[src/hw/rtl/adsr_envelope_generator_assert.svh]
// Assertion macros shared by the envelope generator modules.
`ifndef ADSR_ENVELOPE_GENERATOR_ASSERT_SVH
`define ADSR_ENVELOPE_GENERATOR_ASSERT_SVH

// Same-cycle implication, disabled while reset is high.
`define ADSR_ASSERT_IMP(label, clk, rst, ante, cons, msg) \
   label: assert property (@(posedge clk) disable iff (rst) (ante) |-> (cons)) \
      else $error(msg);

// Next-cycle implication, disabled while reset is high.
`define ADSR_ASSERT_NXT(label, clk, rst, ante, cons, msg) \
   label: assert property (@(posedge clk) disable iff (rst) (ante) |=> (cons)) \
      else $error(msg);

`endif

[src/hw/rtl/adsr_pkg.sv]
// Shared constants, types and microprogram for the envelope generator.
`default_nettype none

package adsr_pkg;

   // Field and datapath widths.
   localparam int TIME_BITS      = 24;
   localparam int LEVEL_BITS     = 16;
   localparam int DELTA_BITS     = 12;
   localparam int OPCODE_BITS    = 2;
   localparam int STAGE_BITS     = 3;
   localparam int PROD_BITS      = TIME_BITS + LEVEL_BITS;
   localparam int CNT_BITS       = $clog2(LEVEL_BITS + 1);
   localparam int CSR_INDEX_BITS = 3;
   localparam int CSR_DATA_BITS  = (TIME_BITS > LEVEL_BITS) ? TIME_BITS : LEVEL_BITS;
   localparam int STEP_BITS      = 3;
   localparam int BR_BITS        = 3;

   // Input opcodes.
   localparam logic [OPCODE_BITS-1:0] OP_TICK     = 2'd0;
   localparam logic [OPCODE_BITS-1:0] OP_NOTE_ON  = 2'd1;
   localparam logic [OPCODE_BITS-1:0] OP_NOTE_OFF = 2'd2;

   // Envelope stages.
   localparam logic [STAGE_BITS-1:0] STAGE_IDLE    = 3'd0;
   localparam logic [STAGE_BITS-1:0] STAGE_ATTACK  = 3'd1;
   localparam logic [STAGE_BITS-1:0] STAGE_DECAY   = 3'd2;
   localparam logic [STAGE_BITS-1:0] STAGE_SUSTAIN = 3'd3;
   localparam logic [STAGE_BITS-1:0] STAGE_RELEASE = 3'd4;

   // Configuration register indexes.
   localparam logic [CSR_INDEX_BITS-1:0] REG_ATTACK_LEVEL  = 3'd0;
   localparam logic [CSR_INDEX_BITS-1:0] REG_ATTACK_TICKS  = 3'd1;
   localparam logic [CSR_INDEX_BITS-1:0] REG_DECAY_TICKS   = 3'd2;
   localparam logic [CSR_INDEX_BITS-1:0] REG_SUSTAIN_LEVEL = 3'd3;
   localparam logic [CSR_INDEX_BITS-1:0] REG_SUSTAIN_MIN   = 3'd4;
   localparam logic [CSR_INDEX_BITS-1:0] REG_RELEASE_TICKS = 3'd5;

   // Branch kinds of the microprogram.
   localparam logic [BR_BITS-1:0] BR_NEXT        = 3'd0;
   localparam logic [BR_BITS-1:0] BR_WAIT_REQ    = 3'd1;
   localparam logic [BR_BITS-1:0] BR_IF_DIRECT   = 3'd2;
   localparam logic [BR_BITS-1:0] BR_IF_DIV_BUSY = 3'd3;
   localparam logic [BR_BITS-1:0] BR_WAIT_OUT    = 3'd4;

   // Program steps.
   localparam logic [STEP_BITS-1:0] STEP_FETCH    = 3'd0;
   localparam logic [STEP_BITS-1:0] STEP_UPDATE   = 3'd1;
   localparam logic [STEP_BITS-1:0] STEP_SETUP    = 3'd2;
   localparam logic [STEP_BITS-1:0] STEP_MUL      = 3'd3;
   localparam logic [STEP_BITS-1:0] STEP_DIV_INIT = 3'd4;
   localparam logic [STEP_BITS-1:0] STEP_DIV_STEP = 3'd5;
   localparam logic [STEP_BITS-1:0] STEP_FINISH   = 3'd6;
   localparam logic [STEP_BITS-1:0] STEP_OUTPUT   = 3'd7;

   // Datapath strobes driven by the sequencer.
   typedef struct packed {
      logic ld_in;
      logic upd;
      logic setup;
      logic mul;
      logic div_init;
      logic div_step;
      logic finish;
      logic out_wr;
   } ctrl_type;

   // Datapath conditions tested by the sequencer.
   typedef struct packed {
      logic direct;
      logic div_busy;
   } stat_type;

   // One control word of the program.
   typedef struct packed {
      ctrl_type              act;
      logic [BR_BITS-1:0]    br;
      logic [STEP_BITS-1:0]  target;
   } ucode_type;

   // Read-only program store.
   function automatic ucode_type ucode_rom(input logic [STEP_BITS-1:0] pc);
      ucode_type w;
      w = '0;
      case (pc)
         STEP_FETCH: begin
            w.act.ld_in = 1'b1;
            w.br        = BR_WAIT_REQ;
         end
         STEP_UPDATE: begin
            w.act.upd = 1'b1;
            w.br      = BR_NEXT;
         end
         STEP_SETUP: begin
            w.act.setup = 1'b1;
            w.br        = BR_IF_DIRECT;
            w.target    = STEP_OUTPUT;
         end
         STEP_MUL: begin
            w.act.mul = 1'b1;
            w.br      = BR_NEXT;
         end
         STEP_DIV_INIT: begin
            w.act.div_init = 1'b1;
            w.br           = BR_NEXT;
         end
         STEP_DIV_STEP: begin
            w.act.div_step = 1'b1;
            w.br           = BR_IF_DIV_BUSY;
            w.target       = STEP_DIV_STEP;
         end
         STEP_FINISH: begin
            w.act.finish = 1'b1;
            w.br         = BR_NEXT;
         end
         STEP_OUTPUT: begin
            w.act.out_wr = 1'b1;
            w.br         = BR_WAIT_OUT;
            w.target     = STEP_FETCH;
         end
         default: begin
            w.br     = BR_WAIT_OUT;
            w.target = STEP_FETCH;
         end
      endcase
      return w;
   endfunction

endpackage

`default_nettype wire

[src/hw/rtl/adsr_envelope_generator.sv]
// Top level of the linear five-stage envelope generator.
//
// Each request word is a tick, a note-on or a note-off, and each produces exactly one
// response word holding the envelope level and stage after it. A small program in a
// read-only store steps the datapath through update, operand set-up, one 16 by 24
// multiply and a shift-subtract divide that yields one quotient bit a cycle. An item
// that interpolates presents its result after the 16 divider steps; in idle, in
// sustain or with a zero stage duration the level is known after set-up and the
// divider is skipped. The result sits in an output register, so the next request
// word is taken as soon as the program is back at its fetch step even if the
// previous response has not yet been taken. The user must write configuration
// registers through the csr port only while no item is in flight; the block
// itself does not enforce it.
`default_nettype none
`include "adsr_envelope_generator_assert.svh"

module adsr_envelope_generator
   import adsr_pkg::*;
(
   input  wire logic                      clock,
   input  wire logic                      reset,
   // Request channel.
   input  wire logic                      req_tvalid,
   output logic                           req_tready,
   input  wire logic [15:0]               req_tdata,  // [11:0] tick_delta
   input  wire logic [OPCODE_BITS-1:0]    req_tuser,  // [1:0] opcode
   // Response channel.
   output logic                           rsp_tvalid,
   input  wire logic                      rsp_tready,
   output logic [23:0]                    rsp_tdata,  // [15:0] level, [18:16] stage
   // Configuration write port.
   input  wire logic                      csr_we,
   input  wire logic [CSR_INDEX_BITS-1:0] csr_index,
   input  wire logic [CSR_DATA_BITS-1:0]  csr_wdata
);

   ctrl_type              ctl;
   stat_type              stat;
   logic                  out_free;
   logic [LEVEL_BITS-1:0] dp_level;
   logic [STAGE_BITS-1:0] dp_stage;

   logic                  rsp_valid_ff, rsp_valid_in;
   logic [LEVEL_BITS-1:0] rsp_level_ff;
   logic [STAGE_BITS-1:0] rsp_stage_ff;

   // The output register may be refilled when empty or being emptied.
   assign out_free = !rsp_valid_ff || rsp_tready;

   adsr_sequencer u_seq (
      .clock      (clock),
      .reset      (reset),
      .req_tvalid (req_tvalid),
      .out_free   (out_free),
      .stat       (stat),
      .req_tready (req_tready),
      .ctl        (ctl)
   );

   adsr_datapath u_dp (
      .clock     (clock),
      .reset     (reset),
      .ctl       (ctl),
      .in_opcode (req_tuser),
      .in_delta  (req_tdata[DELTA_BITS-1:0]),
      .csr_we    (csr_we),
      .csr_index (csr_index),
      .csr_wdata (csr_wdata),
      .stat      (stat),
      .level     (dp_level),
      .stage     (dp_stage)
   );

   // Response word register.
   always_comb begin
      if (ctl.out_wr) begin
         rsp_valid_in = 1'b1;
      end else if (rsp_tready) begin
         rsp_valid_in = 1'b0;
      end else begin
         rsp_valid_in = rsp_valid_ff;
      end
   end

   always_ff @(posedge clock) begin
      if (reset) begin
         rsp_valid_ff <= 1'b0;
      end else begin
         rsp_valid_ff <= rsp_valid_in;
      end
   end

   always_ff @(posedge clock) begin
      if (ctl.out_wr) begin
         rsp_level_ff <= dp_level;
         rsp_stage_ff <= dp_stage;
      end
   end

   assign rsp_tvalid = rsp_valid_ff;
   assign rsp_tdata  = {{(24 - LEVEL_BITS - STAGE_BITS){1'b0}}, rsp_stage_ff, rsp_level_ff};

   `ADSR_ASSERT_IMP(a_no_overwrite, clock, reset, ctl.out_wr, out_free,
      "result written over a word still waiting")

endmodule

`default_nettype wire

[src/hw/rtl/adsr_sequencer.sv]
// Step counter and program store that steer the envelope datapath.
`default_nettype none
`include "adsr_envelope_generator_assert.svh"

module adsr_sequencer
   import adsr_pkg::*;
(
   input  wire logic     clock,
   input  wire logic     reset,
   input  wire logic     req_tvalid,
   input  wire logic     out_free,
   input  wire stat_type stat,
   output logic          req_tready,
   output ctrl_type      ctl
);

   logic [STEP_BITS-1:0] pc_ff;
   logic [STEP_BITS-1:0] pc_in;
   logic [STEP_BITS-1:0] pc_inc;
   ucode_type            word;

   // Fetch the control word of the current step.
   assign word   = ucode_rom(pc_ff);
   assign pc_inc = pc_ff + STEP_BITS'(1);

   // Strobes fire only when the step's wait condition is met.
   always_comb begin
      ctl        = word.act;
      ctl.ld_in  = word.act.ld_in & req_tvalid;
      ctl.out_wr = word.act.out_wr & out_free;
      req_tready = word.act.ld_in;
   end

   // Next step from the branch kind of the control word.
   always_comb begin
      case (word.br)
         BR_NEXT:        pc_in = pc_inc;
         BR_WAIT_REQ:    pc_in = req_tvalid ? pc_inc : pc_ff;
         BR_IF_DIRECT:   pc_in = stat.direct ? word.target : pc_inc;
         BR_IF_DIV_BUSY: pc_in = stat.div_busy ? word.target : pc_inc;
         BR_WAIT_OUT:    pc_in = out_free ? word.target : pc_ff;
         default:        pc_in = STEP_FETCH;
      endcase
   end

   // Step counter.
   always_ff @(posedge clock) begin
      if (reset) begin
         pc_ff <= STEP_FETCH;
      end else begin
         pc_ff <= pc_in;
      end
   end

   `ADSR_ASSERT_NXT(a_fetch_to_update, clock, reset, ctl.ld_in, pc_ff == STEP_UPDATE,
      "accepted word did not move the program to the update step")
   `ADSR_ASSERT_NXT(a_direct_skips, clock, reset, ctl.setup && stat.direct,
      pc_ff == STEP_OUTPUT, "direct level did not skip the divider")
   `ADSR_ASSERT_NXT(a_out_returns, clock, reset, ctl.out_wr, pc_ff == STEP_FETCH,
      "program did not return to fetch after writing a result")

endmodule

`default_nettype wire

[src/hw/rtl/adsr_datapath.sv]
// Envelope state, configuration registers, multiplier and shift-subtract divider.
`default_nettype none
`include "adsr_envelope_generator_assert.svh"

module adsr_datapath
   import adsr_pkg::*;
(
   input  wire logic                      clock,
   input  wire logic                      reset,
   input  wire ctrl_type                  ctl,
   input  wire logic [OPCODE_BITS-1:0]    in_opcode,
   input  wire logic [DELTA_BITS-1:0]     in_delta,
   input  wire logic                      csr_we,
   input  wire logic [CSR_INDEX_BITS-1:0] csr_index,
   input  wire logic [CSR_DATA_BITS-1:0]  csr_wdata,
   output stat_type                       stat,
   output logic [LEVEL_BITS-1:0]          level,
   output logic [STAGE_BITS-1:0]          stage
);

   // Configuration registers.
   logic [LEVEL_BITS-1:0] attack_level_ff;
   logic [TIME_BITS-1:0]  attack_ticks_ff;
   logic [TIME_BITS-1:0]  decay_ticks_ff;
   logic [LEVEL_BITS-1:0] sustain_level_ff;
   logic [TIME_BITS-1:0]  sustain_min_ff;
   logic [TIME_BITS-1:0]  release_ticks_ff;

   // Envelope state and the latched input word.
   logic [STAGE_BITS-1:0]  stage_ff, stage_in;
   logic                   gate_ff, gate_in;
   logic [TIME_BITS-1:0]   elapsed_ff, elapsed_in;
   logic [OPCODE_BITS-1:0] opcode_ff;
   logic [DELTA_BITS-1:0]  delta_ff;

   // Interpolation operands.
   logic                  direct_in;
   logic                  neg_ff, neg_in;
   logic [LEVEL_BITS-1:0] base_ff, base_in;
   logic [LEVEL_BITS-1:0] mcand_ff, mcand_in;
   logic [TIME_BITS-1:0]  mplier_ff, mplier_in;
   logic [TIME_BITS-1:0]  dur_ff, dur_in;
   logic [LEVEL_BITS-1:0] level_ff, level_in;
   logic [PROD_BITS-1:0]  prod_ff;

   // Divider state.
   logic [TIME_BITS-1:0]  rem_ff;
   logic [LEVEL_BITS-1:0] low_ff;
   logic [LEVEL_BITS-1:0] quo_ff;
   logic [CNT_BITS-1:0]   cnt_ff;

   logic                  advance;
   logic [TIME_BITS-1:0]  tick_base;
   logic [TIME_BITS:0]    tick_sum;
   logic [TIME_BITS-1:0]  e_sat;
   logic [LEVEL_BITS-1:0] level_diff;
   logic [TIME_BITS:0]    trial;
   logic                  q_bit;

   // Configuration writes; an index beyond the list is dropped.
   always_ff @(posedge clock) begin
      if (reset) begin
         attack_level_ff  <= '1;
         attack_ticks_ff  <= '0;
         decay_ticks_ff   <= '0;
         sustain_level_ff <= '0;
         sustain_min_ff   <= '0;
         release_ticks_ff <= '0;
      end else if (csr_we) begin
         case (csr_index)
            REG_ATTACK_LEVEL:  attack_level_ff  <= csr_wdata[LEVEL_BITS-1:0];
            REG_ATTACK_TICKS:  attack_ticks_ff  <= csr_wdata[TIME_BITS-1:0];
            REG_DECAY_TICKS:   decay_ticks_ff   <= csr_wdata[TIME_BITS-1:0];
            REG_SUSTAIN_LEVEL: sustain_level_ff <= csr_wdata[LEVEL_BITS-1:0];
            REG_SUSTAIN_MIN:   sustain_min_ff   <= csr_wdata[TIME_BITS-1:0];
            REG_RELEASE_TICKS: release_ticks_ff <= csr_wdata[TIME_BITS-1:0];
            default: ;
         endcase
      end
   end

   // Stage transition, gate and timer update for one word.
   always_comb begin
      stage_in = stage_ff;
      gate_in  = gate_ff;
      advance  = 1'b0;
      case (opcode_ff)
         OP_TICK: begin
            case (stage_ff)
               STAGE_ATTACK: begin
                  if (elapsed_ff >= attack_ticks_ff) begin
                     stage_in = STAGE_DECAY;
                     advance  = 1'b1;
                  end
               end
               STAGE_DECAY: begin
                  if (elapsed_ff >= decay_ticks_ff) begin
                     stage_in = STAGE_SUSTAIN;
                     advance  = 1'b1;
                  end
               end
               STAGE_SUSTAIN: begin
                  if (!gate_ff && elapsed_ff >= sustain_min_ff) begin
                     stage_in = STAGE_RELEASE;
                     advance  = 1'b1;
                  end
               end
               STAGE_RELEASE: begin
                  if (elapsed_ff >= release_ticks_ff) begin
                     stage_in = STAGE_IDLE;
                     advance  = 1'b1;
                  end
               end
               default: ;
            endcase
         end
         OP_NOTE_ON: begin
            if (stage_ff == STAGE_IDLE) begin
               stage_in = STAGE_ATTACK;
               gate_in  = 1'b1;
            end
         end
         OP_NOTE_OFF: gate_in = 1'b0;
         default: ;
      endcase
   end

   // Saturating timer advance; idle holds the timer at zero.
   assign tick_base = advance ? '0 : elapsed_ff;
   assign tick_sum  = {1'b0, tick_base} + (TIME_BITS+1)'(delta_ff);

   always_comb begin
      if (opcode_ff != OP_TICK) begin
         elapsed_in = elapsed_ff;
      end else if (stage_in == STAGE_IDLE) begin
         elapsed_in = '0;
      end else if (tick_sum[TIME_BITS]) begin
         elapsed_in = '1;
      end else begin
         elapsed_in = tick_sum[TIME_BITS-1:0];
      end
   end

   // Operand selection for the stage's interpolation.
   assign level_diff = (attack_level_ff >= sustain_level_ff) ?
                       (attack_level_ff - sustain_level_ff) :
                       (sustain_level_ff - attack_level_ff);

   always_comb begin
      direct_in = 1'b1;
      level_in  = '0;
      neg_in    = 1'b0;
      base_in   = '0;
      mcand_in  = '0;
      dur_in    = '1;
      case (stage_ff)
         STAGE_ATTACK: begin
            dur_in    = attack_ticks_ff;
            direct_in = (attack_ticks_ff == '0);
            level_in  = attack_level_ff;
            mcand_in  = attack_level_ff;
         end
         STAGE_DECAY: begin
            dur_in    = decay_ticks_ff;
            direct_in = (decay_ticks_ff == '0);
            level_in  = sustain_level_ff;
            mcand_in  = level_diff;
            base_in   = sustain_level_ff;
            neg_in    = (attack_level_ff < sustain_level_ff);
         end
         STAGE_SUSTAIN: level_in = sustain_level_ff;
         STAGE_RELEASE: begin
            dur_in    = release_ticks_ff;
            direct_in = (release_ticks_ff == '0);
            mcand_in  = sustain_level_ff;
         end
         default: ;
      endcase
   end

   // Elapsed time clipped to the duration; attack uses the elapsed time, the others the time left.
   assign e_sat     = (elapsed_ff < dur_in) ? elapsed_ff : dur_in;
   assign mplier_in = (stage_ff == STAGE_ATTACK) ? e_sat : (dur_in - e_sat);

   // One divider step: shift in a dividend bit and try the subtraction.
   assign trial = {rem_ff, low_ff[LEVEL_BITS-1]};
   assign q_bit = (trial >= {1'b0, dur_ff});

   // Control state.
   always_ff @(posedge clock) begin
      if (reset) begin
         stage_ff   <= STAGE_IDLE;
         gate_ff    <= 1'b0;
         elapsed_ff <= '0;
         cnt_ff     <= '0;
      end else begin
         if (ctl.upd) begin
            stage_ff   <= stage_in;
            gate_ff    <= gate_in;
            elapsed_ff <= elapsed_in;
         end
         if (ctl.div_init) begin
            cnt_ff <= CNT_BITS'(LEVEL_BITS);
         end else if (ctl.div_step) begin
            cnt_ff <= cnt_ff - CNT_BITS'(1);
         end
      end
   end

   // Payload registers.
   always_ff @(posedge clock) begin
      if (ctl.ld_in) begin
         opcode_ff <= in_opcode;
         delta_ff  <= in_delta;
      end
      if (ctl.setup) begin
         neg_ff    <= neg_in;
         base_ff   <= base_in;
         mcand_ff  <= mcand_in;
         mplier_ff <= mplier_in;
         dur_ff    <= dur_in;
         level_ff  <= level_in;
      end
      if (ctl.mul) begin
         prod_ff <= PROD_BITS'(mcand_ff) * PROD_BITS'(mplier_ff);
      end
      if (ctl.div_init) begin
         rem_ff <= prod_ff[PROD_BITS-1:LEVEL_BITS];
         low_ff <= prod_ff[LEVEL_BITS-1:0];
         quo_ff <= '0;
      end else if (ctl.div_step) begin
         rem_ff <= q_bit ? TIME_BITS'(trial - {1'b0, dur_ff}) : trial[TIME_BITS-1:0];
         low_ff <= {low_ff[LEVEL_BITS-2:0], 1'b0};
         quo_ff <= {quo_ff[LEVEL_BITS-2:0], q_bit};
      end
      if (ctl.finish) begin
         level_ff <= neg_ff ? (base_ff - quo_ff) : (base_ff + quo_ff);
      end
   end

   assign stat.direct   = direct_in;
   assign stat.div_busy = (cnt_ff != CNT_BITS'(1));
   assign level         = level_ff;
   assign stage         = stage_ff;

   `ADSR_ASSERT_IMP(a_div_count, clock, reset, ctl.div_step, cnt_ff != '0,
      "divider stepped past its last quotient bit")
   `ADSR_ASSERT_NXT(a_div_loaded, clock, reset, ctl.div_init,
      cnt_ff == CNT_BITS'(LEVEL_BITS), "divider count not loaded")

endmodule

`default_nettype wire

[config.mk]
export PLATFORM = sky130hd
export DESIGN_NAME = adsr_envelope_generator
export DESIGN_NICKNAME = d
export VERILOG_FILES = /design/src/hw/rtl/adsr_pkg.sv /design/src/hw/rtl/adsr_envelope_generator.sv /design/src/hw/rtl/adsr_sequencer.sv /design/src/hw/rtl/adsr_datapath.sv
export VERILOG_INCLUDE_DIRS = /design/src /design/src/hw/rtl
export SDC_FILE = /design/constraint.sdc
export NUM_CORES = 2
export LEC_CHECK = 0
export ABC_CLOCK_PERIOD_IN_PS = 11200
export BUFFER_PORTS_ARGS = -buffer_cell sky130_fd_sc_hd__buf_2
export CORE_ASPECT_RATIO = 1.4
export CORE_MARGIN = 4
export CORE_UTILIZATION = 50
export DETAILED_ROUTE_END_ITERATION = 10
export PLACE_DENSITY = 0.66
export SYNTH_ARGS = -nofsm -noshare
export SYNTH_HDL_FRONTEND = slang
export SYNTH_SLANG_ARGS = --single-unit
export TNS_END_PERCENT = 30
[constraint.sdc]
create_clock -name clock -period 11.2 [get_ports clock]
set_clock_uncertainty 0.1 [all_clocks]
set_input_delay 1.68 -clock clock [delete_from_list [all_inputs] [get_ports clock]]
set_output_delay 1.68 -clock clock [all_outputs]
set_load 0.02 [all_outputs]
Yosys cells after proc, flatten, opt, wreduce, memory -nomap -nowiden:

Cells that the tools add are included.

* $add $sub $neg: 9
* $mul: 1
* magnitude comparators: 8
* equality and inequality tests: 26
* muxes and demuxes: 52
* bitwise logic cells: 3
* reduce and logical (&&, ||, !) cells: 30

Operators with widths (number)
* 24-bit two-way mux: 8
* 24-bit greater-or-equal comparator: 4
* 16-bit two-way mux: 6
* 24-bit logical NOT: 3
* 24-bit case mux with 3 select lines: 1
* 16-bit case mux with 3 select lines: 1
* 16-bit subtractor: 3
* 24-bit subtractor: 2
* 16-bit by 24-bit multiplier with 40-bit output: 1
* 16-bit case mux with 2 select lines: 1
* 3-bit case mux with 5 select lines: 2
* 3-bit two-way mux: 9
* 24-bit by 12-bit adder with 25-bit output: 1
* 25-bit by 24-bit greater-or-equal comparator with 1-bit output: 1
* 3-bit by 2-bit equality test with 1-bit output, second input constant: 8
* 3-bit equality test, second input constant: 8
* 24-bit less-than comparator: 1
* 16-bit adder: 1
* 16-bit greater-or-equal comparator: 1
* 16-bit less-than comparator: 1
* 1-bit two-way mux: 16
* 2-bit AND reduction: 8
* 3-bit logical NOT: 5
* 3-bit by 1-bit equality test with 1-bit output, second input constant: 4
* other kinds (23): 33

* bits in registers: 391
* input port bits: 50
* output and inout bits: 26
* word-level logic and storage cells: 156

Longest topological paths before layout:

* depth in word-level cells: 9
* depth in mapped cells: 34
* mapped depth without buffers: 30

By module:

From an unflattened synthesis, not the netlist that was laid out.

* cell total of the unflattened synthesis: 4003
* area total of the unflattened synthesis: 35958.2 µm²

Modules (own cells, without submodules)
* adsr_datapath: times used 1, cells an instance 3933, area an instance 34982.3 µm², seq. area each 9278.9 µm²
* adsr_envelope_generator: times used 1, cells an instance 29, area an instance 658.1 µm², seq. area each 590.6 µm²
* adsr_sequencer: times used 1, cells an instance 41, area an instance 317.8 µm², seq. area each 60.1 µm²

Worst setup path after synthesis:

No wires, ideal clock.

* path kind: register to register
* start point: register u_dp.mplier_ff[8]
* end point: register u_dp.prod_ff[39] (data pin)
* setup time: 260 ps
* arrival: 6252 ps
* data required time: 10840 ps
* setup slack: 4588 ps
* stages on the path, launching flop included: 26
* buffers on the path: 1
* period minus slack after synthesis: 6612 ps
* path through: edfxtp_1 -> clkbuf_1 -> nand2_1 -> fa_1 -> inv_1 -> fa_1 -> inv_1 -> fa_1 -> inv_1 -> fa_1 -> fa_1 -> inv_1 -> fa_1 -> inv_1 -> ha_1 -> a21o_1 -> a221oi_1 -> nand4b_1 -> o211ai_1 -> o221ai_1 -> o21bai_1 -> a21oi_1 -> o21bai_1 -> a211oi_1 -> a21oi_1 -> xnor2_1

* cells in the longest elaborated chain, start to end: 1

Ends and longest elaborated chain
* start: declaration: line adsr_datapath.sv:41 `logic [TIME_BITS-1:0] mplier_ff, mplier_in;`
* start signal: assignment: line adsr_datapath.sv:220 `mplier_ff <= mplier_in;`
* 16-bit by 24-bit multiplier with 40-bit output: line adsr_datapath.sv:225 `prod_ff <= PROD_BITS'(mcand_ff) * PROD_BITS'(mplier_ff);`
* end signal: assignment: line adsr_datapath.sv:225
* end: declaration: line adsr_datapath.sv:44 `logic [PROD_BITS-1:0] prod_ff;`

Every way passes these cells.
A chain may end at the register's enable or synchronous reset.

Worst setup path after layout:

* start point: register u_dp.stage_ff[0] (netlist: u_dp.stage[0])
* end point: register u_dp.mplier_ff[23] (data pin)

* cells in the longest elaborated chain, start to end: 6
* elaborated cells between the ends (all ways): 8
* those cells by class: add/sub: 1; order compare: 1; eq/ne: 3; mux: 3

Ends and longest elaborated chain
* start: declaration: line adsr_datapath.sv:30 `logic [STAGE_BITS-1:0] stage_ff, stage_in;`
* start signal: assignment: line adsr_datapath.sv:198 `stage_ff <= stage_in;`
* 3-bit equality test (tied with other cells): line adsr_datapath.sv:156 `case (stage_ff)`
* 24-bit case mux with 3 select lines *: line adsr_datapath.sv:156
* net u_dp.dur_in[9]: line adsr_datapath.sv:42 `logic [TIME_BITS-1:0] dur_ff, dur_in;`
* 24-bit less-than comparator: line adsr_datapath.sv:182 `assign e_sat = (elapsed_ff < dur_in) ? elapsed_ff : dur_in;`
* 24-bit two-way mux: line adsr_datapath.sv:182
* 24-bit subtractor: line adsr_datapath.sv:183 `assign mplier_in = (stage_ff == STAGE_ATTACK) ? e_sat : (dur_in - e_sat);`
* 24-bit two-way mux *: line adsr_datapath.sv:183
* net u_dp.mplier_in[23]: line adsr_datapath.sv:41

Mark *: on every way through the listed nets, which the timed path passes. The rest lies on a longest branch.

==> summary.txt <==
STA
  – Endpoints failing hold: 0
  – Fin Hold WS: 0.313 ns
  – Final setup TNS: 0 ns
  – Final Max Slew Viols: 0
  – Finish-stage setup viols: 0
  – Unrepaired setup endpoints after global routing: false
  – Slew @ Worst Pin: 1.11 ns
  – Slew headroom: 25.8%
  – Minimum clock period: approximately 8.3 ns
  – Final period util: 74.1%
  – Fmax achieved: 0.120 GHz

Die
  – Die W: 234 um
  – Rows: 115
  – Initial Utilization: 50.8%
  – Core ar.: around 0.071 mm2
  – Die height: 325 um
  – Die footprint: 0.0761 mm2
  – Ports: 76

Placement
  – IO buf count: 66
  – Gpl congestion: 0.914
  – Placed cell area: between 0.03 and 0.04 mm2
  – DP Wirelength: 73100 um

Critical path
  – Crit. Startpoint: u_dp.stage[0]
  – CP Launch Type: flip-flop
  – Critical Path End Type: flip-flop
  – Crit Path Category: flip-flop to flip-flop
  – Reg2reg start: u_dp.stage[0]
  – WP data required: 11.37 ns
  – Crit path DAT: 8.47 ns
  – CP max FO: 48
  – FF-to-FF End: u_dp.mplier_ff[23]
  – R2R Setup Slk: 2.90 ns
  – Crit path to: u_dp.mplier_ff[23]
  – FF-to-FF path depth: 27

Logic synthesis
  – Synth top cells by count: 604 x nand2_1, 568 x inv_1, 374 x a21oi_1
  – Synth Instances: slightly above 4000
  – EDFF count, synth: between 200 and 250
  – Post-synthesis sequential area ratio: 27.7%
  – Top-area cell type share of the netlist area: 17.6%
  – YS warnings: 0
  – Count leader, synth: nand2_1
  – Async S/R FF share, synth: 0%
  – Dominant cells by area after synthesis: edfxtp_1 18%, fa_1 17%, ha_1 12%
  – Syn_area_per_cell: 8.79 um2
  – Synth area leader: edfxtp_1
  – Post-synth top flop: edfxtp_1
  – Mapped cell area: 0.0359 mm2
  – Distinct cell type count after synthesis: between 90 and 100
  – Seq cells post-synth: 391

Clock tree
  – CTS root buffer: clkbuf_16
  – # clock sinks: 391
  – CTS tree: built
  – CTS max path bufs: 3
  – Setup repair bufs after CTS: 0
  – Clock Latency Late Sink: 0.60 ns
  – CTS buffer count: 40
  – H-Tree Depth: 2
  – Cts-stage hold buffer count: 0
  – Clk slew on worst S/H paths: 0.07 ns
  – Post_cts resized: 0

Global route
  – Global-route wire length before repair: 150000 um
  – GRT overflow: 0
  – Initial antenna violation count: 0
  – Vias in the first global route: 28200
  – All-Layer GR Usage: 24.9%
  – Largest net degree at the start of global routing: between 80 and 90

Route
  – ANT nets after route: 0
  – Initial DRC Count: 1559
  – DR pass1 iterations: 5
  – Via count: roughly 28000
  – Drt wl/cell: 18.8 um
  – Routed WL: 94300 um
  – Via-per-instance ratio: 5.57
  – DRC violations left: 0

Layout
  – Filler Cell Count: 6555
  – Share of cells above drive strength 1: 4.72%
  – Design area: 0.0383 mm2
  – Layout Nets: 4745
  – # diodes: 0
  – Syn-to-layout area delta: 6.71%

Flow run
  – Max_cap viols: 0

Min path
  – Hold Crit Class: flip-flop to flip-flop

Status
  – Status: finished clean
placed cells by master, fill, tap and decap left out, drive strengths merged, types with 30 or more instances in the layout:
| master | instances |
|---|---|
| nand2 | 605 |
| inv | 575 |
| a21oi | 374 |
| ha | 345 |
| fa | 312 |
| nor2 | 239 |
| edfxtp | 210 |
| and2 | 198 |
| dfxtp | 181 |
| o21ai | 114 |
| buf | 98 |
| a21o | 93 |
| xnor2 | 84 |
| clkbuf | 55 |
| xor2 | 38 |
| nand3 | 36 |
| nor3 | 36 |
| nand4 | 34 |
| nor2b | 32 |
| nor4 | 30 |
stage by stage:
stage | std cells | setup WS, ns | utilization (%)
detailed placement | 4932 | 3.02 | 52.2
floorplan | 4082 | 4.59 | -
global placement | 4932 | 3.08 | 52.2
finish | 5006 | 2.90 | 54.2
global route | 5006 | 2.49 | 54.2
CTS | 5006 | 2.97 | 54.2
critical path: stages, from the launching register on:
cell and delay [ns]:
dfxtp_1 0.30, buf_4 0.37, and2_2 0.63, buf_4 0.52, a21oi_1 0.27, inv_1 0.13
ha_1 0.25, a21o_1 0.19, a21oi_1 0.14, nor2b_1 0.06, o21ai_0 0.16, a21oi_1 0.13
a2111o_1 0.41, a21oi_4 0.41, buf_4 0.40, a21oi_1 0.16, ha_1 0.27, nor2_1 0.20
nand2_1 0.10, o41a_1 0.43, a221oi_2 0.37, o22ai_1 0.27, a211oi_2 0.33, nor3b_1 0.11
o21ai_1 0.26, or3_1 0.15, o311ai_1 0.08, nor4_1 0.73
logic make-up after synthesis:
group                      after synthesis  synth area share [%]
and+or+nand+nor                       1301                  16.8
AOI/OAI and AO/OA                      831                  14.5
buffers and inverters                  754                  8.02
adders and majority gates              657                  29.5
DFF                                    391                  27.7
xor gates and xnor gates               122                  2.98
muxes                                   21                 0.600
other                                    1                0.0105
state kept, by name, indices dropped and copies added (netlist names), 24 cells and up:
name                   cells
u_dp.prod_ff              40
u_dp.attack_ticks_ff      24
u_dp.dur_ff               24
u_dp.decay_ticks_ff       24
u_dp.elapsed_ff           24
u_dp.sustain_min_ff       24
u_dp.release_ticks_ff     24
u_dp.rem_ff               24
u_dp.mplier_ff            24
routing by layer:
metal | global-route usage, % | share of wire [%] | vias up
met5 | 0 | 0 | -
met4 | 11.8 | 5.8 | 0
met3 | 2.55 | 3.9 | 235
met2 | 44.7 | 51 | 676
met1 | 29.6 | 40 | 13500
li1 | - | - | 13400
worst min path at each step:
| stage | start | depth (start not counted) | to |
|---|---|---|---|
| 6_report | u_dp.level[3] | 0 | rsp_level_ff[3] |
| 5_1_grt | u_dp.level[10] | 0 | rsp_level_ff[10] |
| 4_1_cts | u_dp.level[5] | 0 | rsp_level_ff[5] |
| 3_5_place_dp | u_dp.level[7] | 0 | rsp_level_ff[7] |
| 3_3_place_gp | u_dp.level[12] | 0 | rsp_level_ff[12] |
| 2_1_floorplan | u_dp.level[0] | 0 | rsp_level_ff[0] |
layout make-up:
| type | instances | area [um2] | share of cell area (%) |
|---|---|---|---|
| clock buffers | 55 | 1170 | 3.06 |
| clock inverters | 19 | 189 | 0.494 |
| inverters | 570 | 2140 | 5.60 |
| multi-input cells | 2937 | 23100 | 60.3 |
| flip-flops and latches | 391 | 9930 | 26.0 |
| well taps | 936 | 1170 | 3.06 |
| repair buffers | 98 | 573 | 1.50 |
Power is left out: the tool's default activity adds up to more than one toggle a clock period on the data nets, which glitch-free logic cannot reach.
